--- src/design/bllm_pkg.sv ---
// Package for the bounded linked list manager: sizes, action codes, states.
// No dependencies.
package bllm_pkg;
	localparam int CAPACITY = 16;
	localparam int DATA_WIDTH = 32;
	localparam int IDX_W = $clog2(CAPACITY + 1);
	localparam int SLOT_W = $clog2(CAPACITY);
	localparam logic [IDX_W-1:0] NULL_IDX = IDX_W'(CAPACITY);

	typedef logic [IDX_W-1:0] idx_t;
	typedef logic [DATA_WIDTH-1:0] val_t;

	typedef enum logic [2:0] {
		ACT_APPEND = 3'd0,
		ACT_PUSH_HEAD = 3'd1,
		ACT_INS_AFTER = 3'd2,
		ACT_REMOVE = 3'd3,
		ACT_CLEAR = 3'd4,
		ACT_READ = 3'd5
	} action_t;

	typedef enum logic [1:0] {
		ST_OK = 2'd0,
		ST_FULL = 2'd1,
		ST_NOT_FOUND = 2'd2,
		ST_EMPTY = 2'd3
	} status_t;

	typedef enum logic [2:0] {
		S_IDLE,
		S_WALK,
		S_WAIT,
		S_LINK,
		S_OUT
	} state_t;

	// Memory port request from the sequencer.
	typedef struct packed {
		logic we_val;
		logic we_link;
		logic [SLOT_W-1:0] waddr;
		val_t wval;
		idx_t wlink;
		logic [SLOT_W-1:0] lwaddr;
		logic [SLOT_W-1:0] raddr;
	} mem_req_t;

	function automatic logic is_node(idx_t i);
		return i < IDX_W'(CAPACITY);
	endfunction
endpackage

--- src/design/bounded_linked_list_manager.sv ---
// channel | handshake            | fields
// in      | in_valid, in_ready   | action, item_value, match_value
// out     | out_valid, out_ready | out_value, last_flag, status_code
// Head ops, clear, empty-list, unused codes: result word in the cycle after accept.
// A walk visits each node in S_WALK (address), then S_WAIT (compare); append and
// insert-after then write the new node in S_LINK, and read out waits in S_OUT
// until each word is taken. Worst case: read of CAPACITY nodes.
// arst_n clears head, used map and sequencer; node memories are not cleared.
// The sequencer holds on out_ready low; input is not ready while a word is pending.
// Depends on bllm_pkg and bllm_node_mem.
module bounded_linked_list_manager (
	input logic clk,
	input logic arst_n,
	input logic in_valid,
	output logic in_ready,
	input logic [2:0] action,
	input logic signed [31:0] item_value,
	input logic signed [31:0] match_value,
	output logic out_valid,
	input logic out_ready,
	output logic signed [31:0] out_value,
	output logic last_flag,
	output logic [1:0] status_code
);
	import bllm_pkg::*;

	state_t state_q, state_d;
	logic [CAPACITY-1:0] used_q, used_d;
	idx_t head_q, head_d;
	logic [2:0] act_q;
	val_t ival_q, mval_q;
	idx_t cur_q, cur_d, prev_q, prev_d, slot_q;
	logic [IDX_W:0] steps_q, steps_d;
	logic ov_q, ov_d, ol_q, ol_d;
	logic [1:0] os_q, os_d;
	logic signed [31:0] oval_q, oval_d;
	mem_req_t req;
	val_t rd_val;
	idx_t rd_link;
	idx_t free_idx;
	logic accept;

	bllm_node_mem u_mem (.clk(clk), .req(req), .rd_val(rd_val), .rd_link(rd_link));

	always_comb begin
		free_idx = NULL_IDX;
		for (int i = CAPACITY - 1; i >= 0; i--)
			if (!used_q[i])
				free_idx = IDX_W'(i);
	end

	assign in_ready = (state_q == S_IDLE) && !ov_q;
	assign accept = in_valid && in_ready;
	assign out_valid = ov_q;
	assign out_value = oval_q;
	assign last_flag = ol_q;
	assign status_code = os_q;

	always_ff @(posedge clk or negedge arst_n) begin
		if (!arst_n) begin
			state_q <= S_IDLE;
			used_q <= '0;
			head_q <= NULL_IDX;
			ov_q <= 1'b0;
		end else begin
			state_q <= state_d;
			used_q <= used_d;
			head_q <= head_d;
			ov_q <= ov_d;
		end
	end

	always_ff @(posedge clk) begin
		if (accept) begin
			act_q <= action;
			ival_q <= val_t'(item_value);
			mval_q <= val_t'(match_value);
			slot_q <= free_idx;
		end
		cur_q <= cur_d;
		prev_q <= prev_d;
		steps_q <= steps_d;
		ol_q <= ol_d;
		os_q <= os_d;
		oval_q <= oval_d;
	end

	always_comb begin
		logic [SLOT_W-1:0] cs;
		logic hit;
		val_t key;
		state_d = state_q;
		used_d = used_q;
		head_d = head_q;
		cur_d = cur_q;
		prev_d = prev_q;
		steps_d = steps_q;
		ov_d = ov_q;
		ol_d = ol_q;
		os_d = os_q;
		oval_d = oval_q;
		cs = cur_q[SLOT_W-1:0];
		req = '0;
		req.raddr = cs;
		req.waddr = slot_q[SLOT_W-1:0];
		req.wval = ival_q;
		key = (act_q == ACT_INS_AFTER) ? mval_q : ival_q;
		hit = (rd_val == key);
		if (ov_q && out_ready)
			ov_d = 1'b0;
		case (state_q)
			S_IDLE: begin
				if (accept) begin
					ol_d = 1'b1;
					os_d = ST_OK;
					oval_d = '0;
					cur_d = head_q;
					prev_d = NULL_IDX;
					steps_d = '0;
					case (action)
						ACT_APPEND, ACT_PUSH_HEAD, ACT_INS_AFTER: begin
							if (!is_node(free_idx)) begin
								os_d = ST_FULL;
								ov_d = 1'b1;
							end else if (action == ACT_INS_AFTER) begin
								if (is_node(head_q))
									state_d = S_WALK;
								else begin
									os_d = ST_NOT_FOUND;
									ov_d = 1'b1;
								end
							end else if (action == ACT_PUSH_HEAD || !is_node(head_q)) begin
								req.we_val = 1'b1;
								req.waddr = free_idx[SLOT_W-1:0];
								req.wval = val_t'(item_value);
								req.we_link = 1'b1;
								req.lwaddr = free_idx[SLOT_W-1:0];
								req.wlink = head_q;
								head_d = free_idx;
								used_d[free_idx[SLOT_W-1:0]] = 1'b1;
								ov_d = 1'b1;
							end else
								state_d = S_WALK;
						end
						ACT_REMOVE: begin
							if (is_node(head_q))
								state_d = S_WALK;
							else begin
								os_d = ST_NOT_FOUND;
								ov_d = 1'b1;
							end
						end
						ACT_CLEAR: begin
							used_d = '0;
							head_d = NULL_IDX;
							ov_d = 1'b1;
						end
						ACT_READ: begin
							if (is_node(head_q))
								state_d = S_WALK;
							else begin
								os_d = ST_EMPTY;
								ov_d = 1'b1;
							end
						end
						default: ov_d = 1'b1;
					endcase
				end
			end
			S_WALK: begin
				// address cur_q is presented; data arrives next cycle
				state_d = S_WAIT;
			end
			S_WAIT: begin
				state_d = S_WALK;
				steps_d = steps_q + 1'b1;
				case (act_q)
					ACT_APPEND: begin
						if (!is_node(rd_link) || steps_q == (IDX_W+1)'(CAPACITY)) begin
							req.we_link = 1'b1;
							req.lwaddr = cs;
							req.wlink = slot_q;
							state_d = S_LINK;
						end else
							cur_d = rd_link;
					end
					ACT_READ: begin
						oval_d = 32'(signed'(rd_val));
						os_d = ST_OK;
						ol_d = !is_node(rd_link) || steps_q == (IDX_W+1)'(CAPACITY - 1);
						ov_d = 1'b1;
						cur_d = rd_link;
						state_d = S_OUT;
					end
					default: begin
						if (hit) begin
							if (act_q == ACT_INS_AFTER) begin
								req.we_link = 1'b1;
								req.lwaddr = cs;
								req.wlink = slot_q;
								prev_d = rd_link;
								state_d = S_LINK;
							end else begin
								if (is_node(prev_q)) begin
									req.we_link = 1'b1;
									req.lwaddr = prev_q[SLOT_W-1:0];
									req.wlink = rd_link;
								end else
									head_d = rd_link;
								used_d[cs] = 1'b0;
								ov_d = 1'b1;
								state_d = S_IDLE;
							end
						end else if (!is_node(rd_link) ||
							steps_q == (IDX_W+1)'(CAPACITY - 1)) begin
							os_d = ST_NOT_FOUND;
							ov_d = 1'b1;
							state_d = S_IDLE;
						end else begin
							prev_d = cur_q;
							cur_d = rd_link;
						end
					end
				endcase
			end
			S_LINK: begin
				// write the new node: append gets null, insert-after the old successor
				req.we_val = 1'b1;
				req.we_link = 1'b1;
				req.lwaddr = slot_q[SLOT_W-1:0];
				req.wlink = (act_q == ACT_APPEND) ? NULL_IDX : prev_q;
				used_d[slot_q[SLOT_W-1:0]] = 1'b1;
				ov_d = 1'b1;
				os_d = ST_OK;
				state_d = S_IDLE;
			end
			S_OUT: begin
				// hold the element until taken, then advance
				if (out_ready) begin
					state_d = ol_q ? S_IDLE : S_WALK;
				end
			end
			default: state_d = S_IDLE;
		endcase
	end
endmodule

--- src/design/bllm_node_mem.sv ---
// Node store: value and link memories, one write each and one shared read address.
// Depends on bllm_pkg.
module bllm_node_mem (
	input logic clk,
	input bllm_pkg::mem_req_t req,
	output bllm_pkg::val_t rd_val,
	output bllm_pkg::idx_t rd_link
);
	import bllm_pkg::*;
	val_t vals_q [CAPACITY];
	idx_t links_q [CAPACITY];

	always_ff @(posedge clk) begin
		if (req.we_val)
			vals_q[req.waddr] <= req.wval;
		if (req.we_link)
			links_q[req.lwaddr] <= req.wlink;
		rd_val <= vals_q[req.raddr];
		rd_link <= links_q[req.raddr];
	end
endmodule

--- config.mk ---
export PLATFORM = sky130hd
export DESIGN_NAME = bounded_linked_list_manager
export DESIGN_NICKNAME = d
export VERILOG_FILES = /design/src/design/bllm_pkg.sv /design/src/design/bounded_linked_list_manager.sv /design/src/design/bllm_node_mem.sv
export SDC_FILE = /design/constraint.sdc
export NUM_CORES = 1
export LEC_CHECK = 0
export CAP_MARGIN = 20
export CORE_UTILIZATION = 50
export CTS_BUF_LIST = sky130_fd_sc_hd__clkbuf_8
export DETAILED_ROUTE_END_ITERATION = 10
export DONT_BUFFER_PORTS = 1
export GPL_TIMING_DRIVEN = 0
export PLACE_DENSITY_LB_ADDON = 0.3
export RECOVER_POWER = 100
export SLEW_MARGIN = 40
export SYNTH_ARGS = -nofsm -noshare
export SYNTH_HDL_FRONTEND = slang
export SYNTH_SLANG_ARGS = --single-unit
--- constraint.sdc ---
create_clock -name clk -period 7.1 [get_ports clk]
set_clock_uncertainty 0.2 [all_clocks]
set_input_delay 2.13 -clock clk [delete_from_list [all_inputs] [get_ports clk]]
set_output_delay 2.13 -clock clk [all_outputs]
set_load 0.03 [all_outputs]
==> summary by stage, run 1 <==
Logic synthesis
Synthesis handed over a netlist of ~1700 instances. During synthesis, Yosys emitted a total of 0 warnings. The number of unique standard cell types used by synthesis is 81. The share of the Yosys chip area taken by registers is 0.732. The predominant post-synthesis flop cell is sky130_fd_sc_hd__edfxtp_1. The net count after synthesis is 1785. Counting flops with a built-in enable in the synthesized netlist gives 715.

The synthesized area per cell is 18.2 µm². In this run the cell area of the synthesized design comes to 31200 µm². After synthesis the netlist holds a flip-flop and latch count of 777. The area share of the largest cell type after synthesis is 0.689.

Of all cell types, the one taking the most synthesized area is sky130_fd_sc_hd__edfxtp_1. Yosys attributes the largest share of cell area to sky130_fd_sc_hd__edfxtp_1 69%, sky130_fd_sc_hd__mux4_2 13%, sky130_fd_sc_hd__dfxtp_1 2.4%. In the synthesized netlist the async set-or-reset flop fraction comes to 0.0322.

Clock network
At the later pin of the worst-skew pair, clock insertion delay measures roughly 0.8 ns. The number of clock sinks is 777. The TritonCTS clock tree is yes. Hold repair after CTS inserted 0 buffers. In this run the number of H-tree levels came out at 4.

The clock transition at the registers of the reported paths is 0.06 ns. The clock passes through at most 3 buffers. After clock tree synthesis, the setup repair step added 0 buffers.

The CTS buffer count is between 100 and 150. The library cell used as clock root buffer is sky130_fd_sc_hd__clkbuf_8. After clock tree synthesis, the repair step resized 0 gates.

Critical path
The critical path required time is 7.31 ns. The buffer and inverter count on the worst path is 3. Along the worst path, the maximum fanout reaches 10.

The cell family contributing the most delay on the critical path is simple AND/OR/NAND/NOR gates. The category of the critical setup timing path is flop to flop. The endpoint class of the critical path is a flop. In this design, the critical path's most frequently occurring cell is sky130_fd_sc_hd__clkbuf_1. The critical path goes through nor3b_1 -> buf_4 -> mux2i_1 -> o22ai_1 -> nor4_1 -> nand4_1 -> or3_1 -> clkbuf_1 -> o21a_1 -> clkbuf_1 -> nor3_1.

The largest stage delay on the critical path is between 1.5 and 2 ns. The sort of element at the start of the critical path is a flop. On the critical path, the stage with the largest delay is an instance of sky130_fd_sc_hd__nor3b_1. The arrival time at the worst endpoint is 6.61 ns.

Global route
For this run, the total global-route usage over all layers was measured as 0.281. The initial antenna violation count is 4. The first-pass GRT wire length is roughly 120 mm. The number of global-route vias before repair is 17523. Entering global routing, the biggest net connects 42 pins. The leftover overflow at the end of global routing is 0.

Power
The power density over the cells is 406 nW/µm². For this design the static power due to leakage is 0.0120 µW. The maximum vdd ir drop is ~0.26 mV.

Drt
The routed layout has 18048 vias. After detailed routing, the number of remaining DRC violations is 0. The total iterations of the first detailed-routing run is 5. The ratio of routed vias to standard cells is about 6.3. The count of nets left with antenna violations once routing finished came out at 0. The violation count after the first detailed-route iteration is approximately 2700. The average detailed-routed wire length per instance is 30.6 µm.

The total detailed-routing wirelength is 87.1 mm.

STA
The number of failing hold endpoints at the final stage came to 0. Setup slack on the critical path of the routed design comes to 0.697 ns. The final critical-path required period is 6.40 ns. Setup repair after global routing left no endpoint under its margin. The final cycle utilization of the critical path is 0.902. The remaining max-slew budget at the tightest pin is -0.607. The final setup violation count is 0.

At the pin with the least slew margin, the transition time is around 2.4 ns. The final number of max-transition violations is 127. Timing would allow up to approximately 0.16 GHz.

Placement
The post-DP HPWL is 60.4 mm. The cell area reported after detailed placement is 33600 µm². The count of buffers added on input and output ports is 0.

The cell count after placement is 2607. The congestion estimate from routability-driven global placement came to 0.944. The worst setup timing slack at the placement stage is about 0.67 ns.

Worst hold path
The path class of the tightest hold or removal check is flop to flop.

Die
The vertical extent of the die is ~250 µm. The width of the die is 252 µm. The area enclosed by the die boundary is 63400 µm². The number of core rows is 91. The area of the placeable core is 61700 µm². The count of pins on the block boundary is ~110. The starting density of the core is 0.505.

Finish
The signed area change from the synthesized netlist to the final layout is 15.3%. The finished layout holds about 2900 standard cells, fillers aside. Of the cells placed in the final design, the portion with a size suffix greater than 1 is 0.242.

The finished cells cover 35900 µm². The net count of the finished layout is 1975.

Run status
The final reports fail on max-capacitance violations, max-slew violations. The run finished, with violations left.

Run
Max-cap violations in this run came to 7.
## logic make-up (layout without fill, tap and decap cells)
| kind of cell | Yosys count | after routing | synth area share |
|---|---|---|---|
| other cells | 0 | 5 | 0 |
| mux | 203 | 203 | 0.140 |
| xor+xnor | 31 | 31 | 0.00871 |
| simple gates | 354 | 354 | 0.0555 |
| buf+inv | 137 | 433 | 0.0171 |
| compound gates | 208 | 208 | 0.0458 |
| fa+ha+maj | 2 | 2 | 0.000802 |
| flops | 777 | 777 | 0.732 |
## through the flow
stage	utilization	hold WS (ns)	TNS, ns	total power [µW]
after floorplan	-	0.287	0	9050
after global placement	0.522	0.324	-706.08	10500
after detailed placement	0.544	0.332	0	10700
after CTS	0.586	0.347	0	14600
after global routing	0.582	0.368	0	15100
final	0.582	0.358	0	14600
## cell type report
| class | count | area, µm² |
|---|---|---|
| Inverter | 53 | 200 |
| Buffer | 84 | 368 |
| Timing Repair Buffer | 58 | 956 |
| Sequential cell | 777 | 22800 |
| Antenna cell | 5 | 12.5 |
| Fill cell | 4672 | 25800 |
| Multi-Input combinational cell | 798 | 7920 |
| Tap cell | 837 | 1050 |
| Clock buffer | 145 | 2000 |
| Clock inverter | 93 | 607 |
## Yosys cell counts (all sizes together), types with 12 or more instances
cell type    n
edfxtp     715
mux4       185
nand2      149
nor2        71
o21ai       58
clkbuf      52
inv         51
dfxtp       37
buf         32
a21oi       27
nor3        26
dfrtp       24
o22ai       21
xor2        19
and3        18
nand3       16
mux2i       13
a22o        12
xnor2       12
## metal layers
metal	GRT usage	routed length, µm
met5	0	32
met4	0.106	2650
met3	0.0644	10300
met2	0.425	40400
met1	0.400	33700
## sequential cells by signal, summed over array words and instances, names as in the netlist, 5 cells and up
name / flops
cur_q: 5
head_q: 5
ival_q: 32
mval_q: 32
out_value: 32
prev_q: 5
slot_q: 5
steps_q: 6
u_mem.links_q: 80
u_mem.rd_link: 5
u_mem.rd_val: 32
u_mem.vals_q: 512
used_q: 16
## placed cells by master, fill, tap and decap left out, types with 19 or more instances in the layout
cell type,count
sky130_fd_sc_hd__dfxtp_1,37
sky130_fd_sc_hd__mux4_2,185
sky130_fd_sc_hd__nor2_1,66
sky130_fd_sc_hd__inv_1,92
sky130_fd_sc_hd__clkbuf_1,63
sky130_fd_sc_hd__buf_8,23
sky130_fd_sc_hd__nand2_1,149
sky130_fd_sc_hd__o22ai_1,21
sky130_fd_sc_hd__clkbuf_8,145
sky130_fd_sc_hd__a21oi_1,27
sky130_fd_sc_hd__xor2_1,19
sky130_fd_sc_hd__edfxtp_1,715
sky130_fd_sc_hd__dfrtp_1,24
sky130_fd_sc_hd__buf_16,20
sky130_fd_sc_hd__o21ai_0,56
## where the power goes
group	internal, µW	switching, µW
combinational	1640	2530
clock	2090	1850
sequential	5840	643
total	9580	5020
## worst paths after layout
| kind | start | to | slack [ns] | cells after the start |
|---|---|---|---|---|
| max | act_q[2] | u_mem.links_q[14][4] | 0.70 | 11 |
| min | head_q[2] | head_q[2] | 0.36 | 1 |
| max reg2reg | act_q[2] | u_mem.links_q[14][4] | 0.70 | 11 |
| min reg2reg | head_q[2] | head_q[2] | 0.36 | 1 |
| max in group asynchronous | arst_n | head_q[4] | 5.70 | 0 |
| min in group asynchronous | arst_n | head_q[0] | 0.83 | 0 |
No activity file was read; power rests on OpenSTA's default activity.
==> run 2, diff against run 1 <==
--- a/config.mk
+++ b/config.mk
@@ -5,13 +5,12 @@
 export SDC_FILE = /design/constraint.sdc
 export NUM_CORES = 1
 export LEC_CHECK = 0
+export ABC_AREA = 1
 export CAP_MARGIN = 20
 export CORE_UTILIZATION = 50
-export CTS_BUF_LIST = sky130_fd_sc_hd__clkbuf_8
 export DETAILED_ROUTE_END_ITERATION = 10
 export DONT_BUFFER_PORTS = 1
 export GPL_TIMING_DRIVEN = 0
-export PLACE_DENSITY_LB_ADDON = 0.3
 export RECOVER_POWER = 100
 export SLEW_MARGIN = 40
 export SYNTH_ARGS = -nofsm -noshare
==> run 2 against run 1 <==
Effect of this change: the run still ends with max-capacitance violations, max-slew violations left; wire length is 9.8% higher; final cell count is 15% higher; worst hold slack worse by 0.038 ns; core utilization down 0.20 points; synthesized cell count increased by 34%; global-route usage up 2.6 points; register-to-register slack gained 0.78 ns; sequential share of layout area rose by 1.7 points; critical endpoint is now u_mem.vals_q[2][19].
==> summary by stage, run 2 <==
Run status
The run finished, with violations left. The checks that failed: max-capacitance violations, max-slew violations.

Logic synthesis
The share of the Yosys chip area taken by registers is 0.747. Yosys instantiated no cell more often than sky130_fd_sc_hd__edfxtp_1. In the synthesized netlist, the number of instances is about 2300.

After synthesis, the cell types taking the most area are sky130_fd_sc_hd__edfxtp_1 70%, sky130_fd_sc_hd__a22oi_1 7.3%, sky130_fd_sc_hd__nand2_1 4.6%. The area share of the largest cell type after synthesis is 0.702. The number of unique standard cell types used by synthesis is 50. The number of nets handed over by synthesis was 2365. The largest total area in the synthesized netlist belongs to sky130_fd_sc_hd__edfxtp_1. The number of synthesized flops with an enable pin is just over 700. The post-synthesis sequential element count is 777. The most used flip-flop cell after synthesis is sky130_fd_sc_hd__edfxtp_1. The average instance in the mapped netlist occupies 13.3 µm². The commonest cells after synthesis are 715 x sky130_fd_sc_hd__edfxtp_1, 378 x sky130_fd_sc_hd__nand2_1, 296 x sky130_fd_sc_hd__a22oi_1, 192 x sky130_fd_sc_hd__a21oi_1, 136 x sky130_fd_sc_hd__inv_1. Yosys printed 0 warnings.

The fraction of synthesis flops using an asynchronous set or reset pin is 0.0322. In this run the cell area of the synthesized design comes to 30600 µm².

Critical path
Along the worst path, the maximum fanout reaches 20. The endpoint of the most critical register-to-register path is u_mem.vals_q[2][19]. The kind of cell with the highest combined delay along the critical path is simple AND/OR/NAND/NOR gates.

In this run the critical register-to-register path is launched from state_q[2]. The largest stage delay on the critical path is about 0.74 ns. The slowest stage cell on the critical path is sky130_fd_sc_hd__clkbuf_1. The sort of element at the start of the critical path is a flop. Walking the worst path, the cells encountered are nor2_1 -> clkinv_1 -> nor2_1 -> inv_1 -> nor2_1 -> nand2_1 -> inv_8 -> nand3_1 -> inv_1 -> o21ai_0 -> inv_1 -> nand2_1 -> nor2_1 -> clkbuf_1 -> buf_8. The most critical setup path has its endpoint at u_mem.vals_q[2][19]. STA classifies the critical path endpoint as a flop. The worst register-to-register path has a setup slack of 1.48 ns. The critical path required time is 7.23 ns. By startpoint and endpoint, the worst setup path is classified as flop to flop. The depth of the worst register-to-register path is 15. The arrival time at the worst endpoint is 5.75 ns.

The launch point of the critical path is state_q[2]. The buffer and inverter count on the worst path is 7. The most numerous cell type found on the critical path is sky130_fd_sc_hd__nor2_1. The depth of the critical timing path with buffers and inverters included is 15.

Finish
The largest registers in the layout are u_mem.vals_q (512), u_mem.links_q (80). The most common cell after layout, fill and taps aside is sky130_fd_sc_hd__edfxtp_1. After the last flow step, the layout net total stands at roughly 2500.

The top cell types in the final layout, fill and taps aside, are 715 x sky130_fd_sc_hd__edfxtp_1, 379 x sky130_fd_sc_hd__nand2_1, 296 x sky130_fd_sc_hd__a22oi_1. The number of fillers in the final layout is 4784. The signed area change from the synthesized netlist to the final layout is 14.5%. In the final layout, the share of cells above drive strength 1 is 0.0780.

The register with the most flip-flops in the layout has 512 of them. The finished layout holds between 3000 and 4000 standard cells, fillers aside. Ranked by flip-flop count, first place goes to u_mem.vals_q.

Placement
The post-DP HPWL is 64.4 mm. Once placement completed, the tool counted placed cells totaling 3120. The number of buffers added on ports is 0. The global placement routability congestion is 0.938.

Worst hold path
The type of the most critical hold path is flop to flop. The worst hold path was traced through 2 stages.

Power
IR analysis of the VDD net gives a maximum drop of ~0.24 mV. The total net switching power is 5450 µW. The clock network fraction of design power is 0.284. The share of total power dissipated in combinational logic is 0.292.

The relative contribution of sequential cells to total power is 0.425. The design draws 14700 µW. Summed over all cells, the static leakage comes to 0.0121 µW.

The switching part of the total power is 0.372. Power spread over the standard cell area amounts to 419 nW/µm². Internal power comes to 9210 µW.

Die
From bottom edge to top edge, the die measures 249 µm. The initial utilization of the core area, before any placement, comes to 0.507. Row generation in the floorplan step produced 90 rows. The region available for standard cell placement spans 60400 µm². The floorplan step defined a die boundary enclosing 62200 µm². The width of the die is approximately 250 µm. The count of pins on the block boundary is around 110.

Drt
After detailed routing, the wire length on met1 is 39.0 mm. Wire segments on met2 add up to 44.2 mm in the final route. The total detailed-routing wirelength is 95.7 mm. Dividing the detail-routed wire length by the instance count gives 29.2 µm. The count of nets left with antenna violations once routing finished came out at 0.

The routed layout has roughly 20000 vias. The number of design rule violations left after detail routing is 0. The violation count after the first detailed-route iteration is 2740. The total iterations of the first detailed-routing run is 7.

After detailed routing, the number of vias per cell comes to 6.25. The detailed-routed wire length on met3 is 9.29 mm. In this run the top signal layer used is met5.

STA
The post-route setup TNS is 0 ns. The number of failing hold endpoints at the final stage is 0. The final critical-path required period is 5.62 ns. Setup repair after global routing left no endpoint under its margin. For the pin with the worst max-slew slack, the measured transition is 1.87 ns. The fmax is 0.178 GHz. The worst pin sits at a relative slew slack of -0.259. The final setup violation count is 0. The final number of max-transition violations came to 224.

Dividing the final minimum period by the clock period gives 0.792.

Clock network
CTS placed an instance of sky130_fd_sc_hd__clkbuf_16 at the clock tree root. The clock transition at the registers of the reported paths is 0.06 ns. The TritonCTS clock tree is yes. Hold repair after CTS inserted 0 buffers. The clock passes through at most 3 buffers. The clock reaches the later pin of the worst-skew pair after 0.65 ns. The number of post-CTS setup repair buffers is 0.

The CTS buffer count is 80. The clock drives 777 sinks. In this run the number of H-tree levels came out at 3.

Post-CTS repair changed the size of 0 cells.

Global route
The total overflow left after global routing is 0. The largest net degree at the start of global routing is 58. The initial antenna violation count is 3. The number of global-route vias before repair is 19724. The first-pass GRT wire length is 136 mm. For this run, the total global-route usage over all layers was measured as 0.307.

Run
The number of max-cap violations is 14.
[run 2: cells by family after synthesis]
group	after synthesis	synth area share
AO/OA/AOI/OAI	630	0.132
XOR/XNOR	2	0.000573
buffers and inverters	260	0.0333
AND/OR/NAND/NOR	621	0.0873
flip-flops	777	0.747
adder cells (fa/ha/maj)	2	0.000818
[run 2: cell type report]
cell class | instances | area, µm² | share of cell area
tap | 782 | 978 | 0.0279
timing repair buffer | 46 | 865 | 0.0247
multi-input combinational | 1255 | 6730 | 0.192
clock buffer | 119 | 2270 | 0.0648
clock inverter | 30 | 315 | 0.00900
antenna | 2 | 5.00 | 0.000143
sequential | 777 | 22800 | 0.652
inverter | 149 | 568 | 0.0162
buffer | 111 | 465 | 0.0133
[run 2: worst register-to-register path: stages (launching register included)]
cell and delay (ns):
sky130_fd_sc_hd__dfrtp_1 0.45, sky130_fd_sc_hd__nor2_1 0.17, sky130_fd_sc_hd__clkinv_1 0.10, sky130_fd_sc_hd__nor2_1 0.26, sky130_fd_sc_hd__inv_1 0.17, sky130_fd_sc_hd__nor2_1 0.50, sky130_fd_sc_hd__nand2_1 0.36, sky130_fd_sc_hd__inv_8 0.27
sky130_fd_sc_hd__nand3_1 0.29, sky130_fd_sc_hd__inv_1 0.38, sky130_fd_sc_hd__o21ai_0 0.23, sky130_fd_sc_hd__inv_1 0.12, sky130_fd_sc_hd__nand2_1 0.15, sky130_fd_sc_hd__nor2_1 0.63, sky130_fd_sc_hd__clkbuf_1 0.74, sky130_fd_sc_hd__buf_8 0.26
[run 2: how the worst min path moves through the flow]
| stage | from | to | slack (ns) |
|---|---|---|---|
| after floorplan | used_q[15] | used_q[15] | 0.27 |
| final | used_q[15] | used_q[15] | 0.32 |
| after global routing | used_q[15] | used_q[15] | 0.35 |
| after global placement | used_q[15] | used_q[15] | 0.29 |
| after CTS | used_q[15] | used_q[15] | 0.32 |
| after detailed placement | used_q[15] | used_q[15] | 0.30 |
[run 2: power by group through the flow]
stage | sequential, µW | combinational, µW | clock, µW
floorplan | 6210 | 2440 | 0
global placement | 6330 | 4090 | 0
detailed placement | 6300 | 4280 | 0
CTS | 6220 | 4290 | 4180
global route | 6270 | 4550 | 4350
finish | 6230 | 4280 | 4160
[run 2: stage by stage]
step	setup slack, ns	hold slack (ns)	instance area (µm²)	util
6_report	1.48	0.320	35000	0.580
5_1_grt	1.21	0.348	35000	0.580
4_1_cts	2.53	0.321	35400	0.586
3_5_place_dp	1.90	0.299	32800	0.543
3_3_place_gp	-1.97	0.292	31600	0.523
2_1_floorplan	1.16	0.270	30600	-
[run 2: metal layers]
layer,track usage,vias up
met5,0,-
met4,0.111,2
met3,0.0660,193
met2,0.479,1141
met1,0.426,10201
li1,-,8893
